### config.mk
export PLATFORM = sky130hd
export DESIGN_NAME = lfsr113_random_with_poison
export DESIGN_NICKNAME = d
export VERILOG_FILES = /design/src/design/lfsr113_pkg.sv /design/src/design/lfsr113_random_with_poison.sv
export SDC_FILE = /design/constraint.sdc
export NUM_CORES = 1
export LEC_CHECK = 0
export ABC_CLOCK_PERIOD_IN_PS = 3700
export BUFFER_PORTS_ARGS = -buffer_cell sky130_fd_sc_hd__clkbuf_2
export CAP_MARGIN = 5
export CORE_ASPECT_RATIO = 1.1
export CORE_MARGIN = 2
export CORE_UTILIZATION = 25
export DETAILED_ROUTE_END_ITERATION = 7
export GPL_TIMING_DRIVEN = 1
export PLACE_DENSITY = 0.51
export SETUP_SLACK_MARGIN = 0.4
export SLEW_MARGIN = 40
export SYNTH_ARGS = -nofsm -noshare
export SYNTH_HDL_FRONTEND = slang
export SYNTH_SLANG_ARGS = --single-unit
### constraint.sdc
create_clock -name i_clk -period 3.7 [get_ports i_clk]
set_input_delay 0.555 -clock i_clk [delete_from_list [all_inputs] [get_ports i_clk]]
set_output_delay 0.555 -clock i_clk [all_outputs]
set_load 0.005 [all_outputs]
### src/design/lfsr113_pkg.sv
package lfsr113_pkg;

    // Request codes carried in the mode field of an input item.
    typedef enum logic [1:0] {
        MODE_SEED   = 2'd0,
        MODE_DRAW   = 2'd1,
        MODE_POISON = 2'd2
    } t_mode;

    // Result codes carried in the kind field of an output item.
    typedef enum logic [1:0] {
        KIND_RANDOM = 2'd0,
        KIND_HEAP   = 2'd1,
        KIND_STACK  = 2'd2
    } t_kind;

    localparam logic [31:0] SEED_MIN   = 32'd128;
    localparam logic [7:0]  POISON_TAG = 8'hF3;

    // Component masks of the four Tausworthe recurrences.
    localparam logic [31:0] MASK_ONE   = 32'hFFFF_FFFE;
    localparam logic [31:0] MASK_TWO   = 32'hFFFF_FFF8;
    localparam logic [31:0] MASK_THREE = 32'hFFFF_FFF0;
    localparam logic [31:0] MASK_FOUR  = 32'hFFFF_FF80;

    // Result queue geometry.
    localparam int QUEUE_AW    = 2;
    localparam int QUEUE_DEPTH = 1 << QUEUE_AW;

    typedef struct packed {
        logic [1:0]  mode;
        logic [31:0] seed;
    } t_in_item;

    typedef struct packed {
        logic [31:0] value;
        logic [1:0]  kind;
        logic        last;
    } t_out_item;

    typedef struct packed {
        logic [31:0] one;
        logic [31:0] two;
        logic [31:0] three;
        logic [31:0] four;
    } t_comps;

    // One step of all four components together.
    function automatic t_comps lfsr_step(input t_comps c);
        t_comps      n;
        logic [31:0] t;
        t       = ((c.one << 6) ^ c.one) >> 13;
        n.one   = ((c.one & MASK_ONE) << 18) ^ t;
        t       = ((c.two << 2) ^ c.two) >> 27;
        n.two   = ((c.two & MASK_TWO) << 2) ^ t;
        t       = ((c.three << 13) ^ c.three) >> 21;
        n.three = ((c.three & MASK_THREE) << 7) ^ t;
        t       = ((c.four << 3) ^ c.four) >> 12;
        n.four  = ((c.four & MASK_FOUR) << 13) ^ t;
        return n;
    endfunction

    // The number returned by a draw is the XOR of the new components.
    function automatic logic [31:0] comp_xor(input t_comps c);
        return c.one ^ c.two ^ c.three ^ c.four;
    endfunction

    // Poison word: tag byte, low byte of first draw, low half of second draw.
    function automatic logic [31:0] poison_word(input logic [31:0] first_draw,
                                                input logic [31:0] second_draw);
        return {POISON_TAG, first_draw[7:0], second_draw[15:0]};
    endfunction

endpackage

### src/design/lfsr113_random_with_poison.sv
// LFSR113 combined Tausworthe generator with poison words. Mode 0 reseeds all
// four components (seeds below 128 have 128 added) and gives no result, mode 1
// gives one random number, mode 2 gives a heap poison word then a stack poison
// word, and mode 3 is ignored. Reset behaves as a reseed with 0. The block
// accepts one item per cycle while o_in_stall is low: all four chained steps of the
// generator are worked out in one pass from the component registers, and results
// are registered into the queue on acceptance. Results leave through a four-entry
// queue at one per cycle while i_out_stall is low, so a stream of poison requests,
// each giving two results, is limited by the output side; o_in_stall rises whenever
// fewer than two queue entries are free.
module lfsr113_random_with_poison (
    input  logic                   i_clk,
    input  logic                   i_rst_n,
    input  logic                   i_in_valid,
    output logic                   o_in_stall,
    input  lfsr113_pkg::t_in_item  i_in,
    output logic                   o_out_valid,
    input  logic                   i_out_stall,
    output lfsr113_pkg::t_out_item o_out
);
    import lfsr113_pkg::*;

    t_comps                r_comps;
    t_comps                n_comps;
    t_out_item             r_queue [QUEUE_DEPTH];
    logic [QUEUE_AW-1:0]   r_wr_ptr;
    logic [QUEUE_AW-1:0]   r_rd_ptr;
    logic [QUEUE_AW:0]     r_count;
    logic [QUEUE_AW:0]     n_count;

    t_comps                draw_one;
    t_comps                draw_two;
    t_comps                draw_three;
    t_comps                draw_four;
    logic [31:0]           seed_value;
    logic                  in_accept;
    logic                  out_pop;
    logic [1:0]            push_cnt;
    t_out_item             push_first;
    t_out_item             push_second;

    // Handshake: stall only on queue space, which depends on registers alone.
    assign o_in_stall  = (r_count > (QUEUE_AW+1)'(QUEUE_DEPTH - 2));
    assign in_accept   = i_in_valid && !o_in_stall;
    assign o_out_valid = (r_count != '0);
    assign out_pop     = o_out_valid && !i_out_stall;
    assign o_out       = r_queue[r_rd_ptr];

    // Four successive draws from the current state.
    assign draw_one   = lfsr_step(r_comps);
    assign draw_two   = lfsr_step(draw_one);
    assign draw_three = lfsr_step(draw_two);
    assign draw_four  = lfsr_step(draw_three);
    assign seed_value = (i_in.seed < SEED_MIN) ? (i_in.seed + SEED_MIN) : i_in.seed;

    // Decode the request into the new state and up to two results.
    always_comb begin
        n_comps     = r_comps;
        push_cnt    = 2'd0;
        push_first  = '0;
        push_second = '0;
        if (in_accept) begin
            case (i_in.mode)
                MODE_SEED: begin
                    n_comps = '{one: seed_value, two: seed_value,
                                three: seed_value, four: seed_value};
                end
                MODE_DRAW: begin
                    n_comps    = draw_one;
                    push_cnt   = 2'd1;
                    push_first = '{value: comp_xor(draw_one), kind: KIND_RANDOM,
                                   last: 1'b1};
                end
                MODE_POISON: begin
                    n_comps     = draw_four;
                    push_cnt    = 2'd2;
                    push_first  = '{value: poison_word(comp_xor(draw_one),
                                                       comp_xor(draw_two)),
                                    kind: KIND_HEAP, last: 1'b0};
                    push_second = '{value: poison_word(comp_xor(draw_three),
                                                       comp_xor(draw_four)),
                                    kind: KIND_STACK, last: 1'b1};
                end
                default: begin
                    n_comps = r_comps;
                end
            endcase
        end
    end

    assign n_count = r_count + (QUEUE_AW+1)'(push_cnt) - (QUEUE_AW+1)'(out_pop);

    // Component state and queue control.
    always_ff @(posedge i_clk) begin
        if (!i_rst_n) begin
            r_comps  <= '{one: SEED_MIN, two: SEED_MIN, three: SEED_MIN, four: SEED_MIN};
            r_wr_ptr <= '0;
            r_rd_ptr <= '0;
            r_count  <= '0;
        end else begin
            r_comps  <= n_comps;
            r_wr_ptr <= r_wr_ptr + QUEUE_AW'(push_cnt);
            r_rd_ptr <= r_rd_ptr + QUEUE_AW'(out_pop);
            r_count  <= n_count;
        end
    end

    // Result queue storage; payload needs no reset.
    always_ff @(posedge i_clk) begin
        if (push_cnt != 2'd0) begin
            r_queue[r_wr_ptr] <= push_first;
        end
        if (push_cnt == 2'd2) begin
            r_queue[r_wr_ptr + QUEUE_AW'(1)] <= push_second;
        end
    end

    // The queue never overfills.
    a_count_bound: assert property (@(posedge i_clk) disable iff (!i_rst_n)
        r_count <= (QUEUE_AW+1)'(QUEUE_DEPTH))
        else $error("result queue overfilled");

    // A poison request adds exactly two entries to the queue.
    a_poison_push: assert property (@(posedge i_clk) disable iff (!i_rst_n)
        (in_accept && i_in.mode == MODE_POISON) |=>
        r_count == $past(r_count) + (QUEUE_AW+1)'(2) - (QUEUE_AW+1)'($past(out_pop)))
        else $error("poison request did not queue two items");

    // A reseed leaves all four components equal and at least the minimum.
    a_seed_load: assert property (@(posedge i_clk) disable iff (!i_rst_n)
        (in_accept && i_in.mode == MODE_SEED) |=>
        (r_comps.one == r_comps.two) && (r_comps.one == r_comps.four) &&
        (r_comps.one == r_comps.three) && (r_comps.one >= SEED_MIN))
        else $error("reseed did not load every component");

    // Poison items carry the tag byte and only the stack word closes a pair.
    a_poison_form: assert property (@(posedge i_clk) disable iff (!i_rst_n)
        (o_out_valid && (o_out.kind == KIND_HEAP || o_out.kind == KIND_STACK)) |->
        (o_out.value[31:24] == POISON_TAG) && (o_out.last == (o_out.kind == KIND_STACK)))
        else $error("malformed poison item");

    // A random number is always the last item of its request.
    a_random_last: assert property (@(posedge i_clk) disable iff (!i_rst_n)
        (o_out_valid && o_out.kind == KIND_RANDOM) |-> o_out.last)
        else $error("random item without last");

endmodule

== Word-level counts from Yosys, hierarchy flattened ==
Memory sizes are Yosys's and may differ from the RTL's. A register that Yosys moved wholly into a read port is not among the register bits.
Cells that the tools add are included.
Cells by class
  add/sub/neg operators: 6
  magnitude comparators: 2
  equality and inequality tests: 3
  muxes and demuxes: 13
  bitwise gates (word level): 44
  reduce and logical (&&, ||, !) cells: 9
Operators by type and width (number)
  $xor 32x32->32: 19
  $pmux 128 s3: 1
  $xor 32x11->32: 4
  $xor 32x19->32: 4
  $xor 32x20->32: 4
  $xor 32x5->32: 4
  $mux 35: 3
  $xor 16x16->16: 6
  $pmux 35 s2: 1
  $add 32x8->32 const B: 1
  $lt 32x8->1 const B: 1
  $mux 32: 1
  $xor 8x8->8: 3
  $reduce_bool 3->1: 2
  $eq 2x2->1 const B: 2
  $mux 1: 4
  $mux 2: 2
  $pmux 2 s2: 1
  $add 3x2->3: 1
  $gt 3x2->1 const B: 1
  $sub 3x1->3: 1
  $add 2x1->2: 1
  $add 2x1->2 const B: 1
  $add 2x2->2: 1
  other kinds (6): 8
Word-level totals
  register bits: 135
  memory bits (writable): 140
  input port bits: 38
  output and inout port bits: 37
  word-level logic and storage cells: 85
  memories: 1
Memories
  r_queue: words 4, bits a word 35, read ports 1, clocked after memory_dff 1, wr ports 2, line lfsr113_random_with_poison.sv:25  | t_out_item r_queue [QUEUE_DEPTH];

== Logic depth before layout (Yosys ltp) ==
  depth after elaboration: 13
  mapped depth: 13
  depth with buffers taken out: 11

== Least setup slack after synthesis ==
OpenSTA, ideal clock, no wires.
  path type: input port to flip-flop
  from: in i_in[32] (netlist name)
  to: mem r_queue[1][0] (netlist name), enable pin
  library setup time: 389 ps
  arrival: 2534 ps
  data required time: 3311 ps
  slack: 776 ps
  stages on the path: 10
  path buffers: 2
  cell sequence: inv_1 > ha_1 > buf_2 > inv_2 > nor2_1 > inv_2 > nor2_2 > nand2_1 > clkbuf_1 > nand2_1
RTL lines
  start: declaration: line lfsr113_random_with_poison.sv:16  | input lfsr113_pkg::t_in_item i_in,
  end: declaration: line lfsr113_random_with_poison.sv:25

==> flow_metrics.tcl <==
set metrics [dict create \
    synth_top_area_frac 0.233 \
    num_rows 98 \
    synth_top_area_cell "edfxtp_1" \
    nNetsFinal 1778 \
    grt_pass1_vias 13500 \
    start_kind "flip-flop" \
    die_w_um 249 \
    ios 75 \
    total_leakage_power_nw 6.56 \
    antenna_left 0 \
    cts-resized-gates 0 \
    tns_ps 0 \
    min_from "i_in[2]" \
    grt_max_degree 106 \
    dp_cells 2549 \
    critPathKind "reg -> reg" \
    crit_required_ps 4130 \
    io_buffers 73 \
    yosysMostFrequentCell "xnor2_1" \
    p_switching_mw 5.47 \
    hold_viol 0 \
    hold_slack_ps 284 \
    critPathMaxFanout 6 \
    status "finished clean" \
    areaGrowthSynthToFinish_pct 14.3 \
    clkPwrFrac 0.246 \
    ys_seq_area_frac 0.392 \
    p_int_mw 7.52 \
    crit_family "XOR/XNOR gates" \
    rsz0062_at_grt "no" \
    placeableCoreArea_mm2 0.0652 \
    antenna_found_initial 0 \
    cts_num_sinks 260 \
    tritoncts "yes" \
    synth_area_leaders "edfxtp_1, dfxtp_1, xnor2_1, xor2_1, mux4_2" \
    p_seq_frac 0.293 \
    cp.arrival_ps 3330 \
    grt_overflow 0 \
    fin_crit_sh 0.783 \
    dieArea_mm2 0.0682 \
    synth-edff-count 128 \
    top_usage_layer "met2" \
    vdd_ir_drop_max_mv 0.342 \
    setup_viol 0 \
    drv_slew 0 \
    path_clk_slew_ps 70 \
    maxCapViolCount 0 \
    ys_async_sr_fraction 0 \
    viasPerCell 5.32 \
    drc 0 \
    hpwl_um 49200 \
    start_util 0.253 \
    regToRegSetupSlack_ps 800 \
    combinationalPowerShare 0.462 \
    maxSlewHeadroom 0.412 \
    critPathSlowestCell "dfxtp_1" \
    htree_levels 1 \
    gp_congestion 0.966 \
    met2_usage 0.328 \
    synthDistinctLibCells 52 \
    synth_warnings 0 \
    via_count 13800 \
    fmax_mhz 345 \
    initialDrtViolationCount 1437 \
    clock_path_buffers 3 \
    synth_fp_nets 1775 \
    switching_share 0.421 \
    grt_use_total 0.195 \
    numCtsBuffers 28 \
    ys.flop_type "dfxtp_1" \
    wl_um 68100 \
    wl_per_cell_um 26.2 \
    post_cts_buffers 0 \
    layout-drive-gt1-share 0.166 \
    n_antenna_cell 0 \
    end_kind "flip-flop" \
    slowest_delay_ps 650 \
    die_h_um 274 \
    clkLatencyLatePin_ps 580 \
    fin_worst_skew_ps 16.0 \
    drt_pass1_iterations 5 \
    synth.cell_area_mm2 0.0165 \
    cpMostUsedCell "xor2_1" \
    avgSynthCellArea_um2 9.57 \
    hold_path_class "in -> reg" \
    finalCriticalPeriod_ps 2900 \
    ys_ff_latch 260 \
    cp_cell_sequence "xor2_1, xor2_1, xnor2_1, xor2_1, a22oi_1, nand2_1" \
    p_per_area_mw_per_mm2 688 \
    use_met3 0.0281 \
    cts_root_buffer "clkbuf_16" \
    r2r_start "r_comps[49]$_SDFFE_PN0P_" \
    use_met1 0.239 \
    cp-startpoint "r_comps[49]$_SDFFE_PN0P_" \
    cts.hold.buffers_added 0 \
    synthCells 1727 \
    grt_pass1_wl_um 98000 \
    worst_pin_slew_ps 881 \
    synthTopCellsByCount "xnor2_1, nand2_1, dfxtp_1" \
    critPathBufInv 0 \
    fin_cells 2601 \
]
final timing paths:
path	end	cells past startpoint
min reg2reg	r_queue[3][30]$_SDFFE_PP0P_	2
max reg2reg	r_queue[2][4]$_DFFE_PP_	6
min	r_comps[98]$_SDFFE_PN0P_	3
max	r_queue[2][4]$_DFFE_PP_	6
stage by stage:
step	total power [mW]	instance area, um^2	setup WS [ps]	util
3_5_place_dp	9.77	17900	728	0.274
5_1_grt	13.5	18900	776	0.290
4_1_cts	13.0	18900	835	0.290
2_1_floorplan	7.56	16500	776	-
6_report	13.0	18900	804	0.290
3_3_place_gp	9.74	17900	745	0.274
cells by family after synthesis:
logic type      after synthesis  share of synthesized area
mux                          35                     0.0477
xor+xnor                    393                      0.224
fa+ha+maj                    10                    0.00802
buf+inv                     190                     0.0478
simple gates                407                      0.107
flops                       260                      0.392
compound gates              432                      0.173
power by group through the flow:
stage | Clock, mW | Combinational [mW] | Sequential [mW]
after detailed placement | 0 | 5.92 | 3.85
after floorplan | 0 | 4.08 | 3.48
after global routing | 3.33 | 6.33 | 3.82
after global placement | 0 | 5.89 | 3.84
after CTS | 3.23 | 5.94 | 3.79
final | 3.19 | 6.00 | 3.80
registers in the layout (all words and copies together), names as in the netlist:
signal	cells
r_wr_ptr	2
r_queue	140
r_rd_ptr	2
r_comps	113
r_count	3
layer usage:
metal | wire, um | up-vias
met4 | 4540 | 0
met1 | 26700 | 6857
li1 | - | 6137
met3 | 4580 | 179
met2 | 32300 | 656
met5 | 0 | -
layout by cell type (no fill, tap or decap), drive strengths merged, types with 9 or more instances in the layout:
master and count:
xnor2 276, nand2 197, dfxtp 132, edfxtp 128, a21oi 120, xor2 114, clkbuf 106, nor2 98
o21ai 79, buf 68, o22ai 63, a221oi 58, a22oi 48, mux4 35, or3 34, nor3 28
inv 23, a22o 18, and2 14, nand3 12, a2bb2oi 11, o221a 11, or2 10, a221o 9
ha 9, clkinv 9
layout make-up:
cell class / instances / area (um^2)
fill: 6847 / 46300
multi-input combinational: 1277 / 9290
sequential: 260 / 6490
tap: 850 / 1060
timing repair buffer: 142 / 943
clock buffer: 32 / 747
clock inverter: 19 / 279
inverter: 21 / 78.8
worst min-delay path: stages:
cell      delay [ps]
clkbuf_2          80
o211ai_1          70
a21oi_1          120
Power figures use the tool's default switching activity.
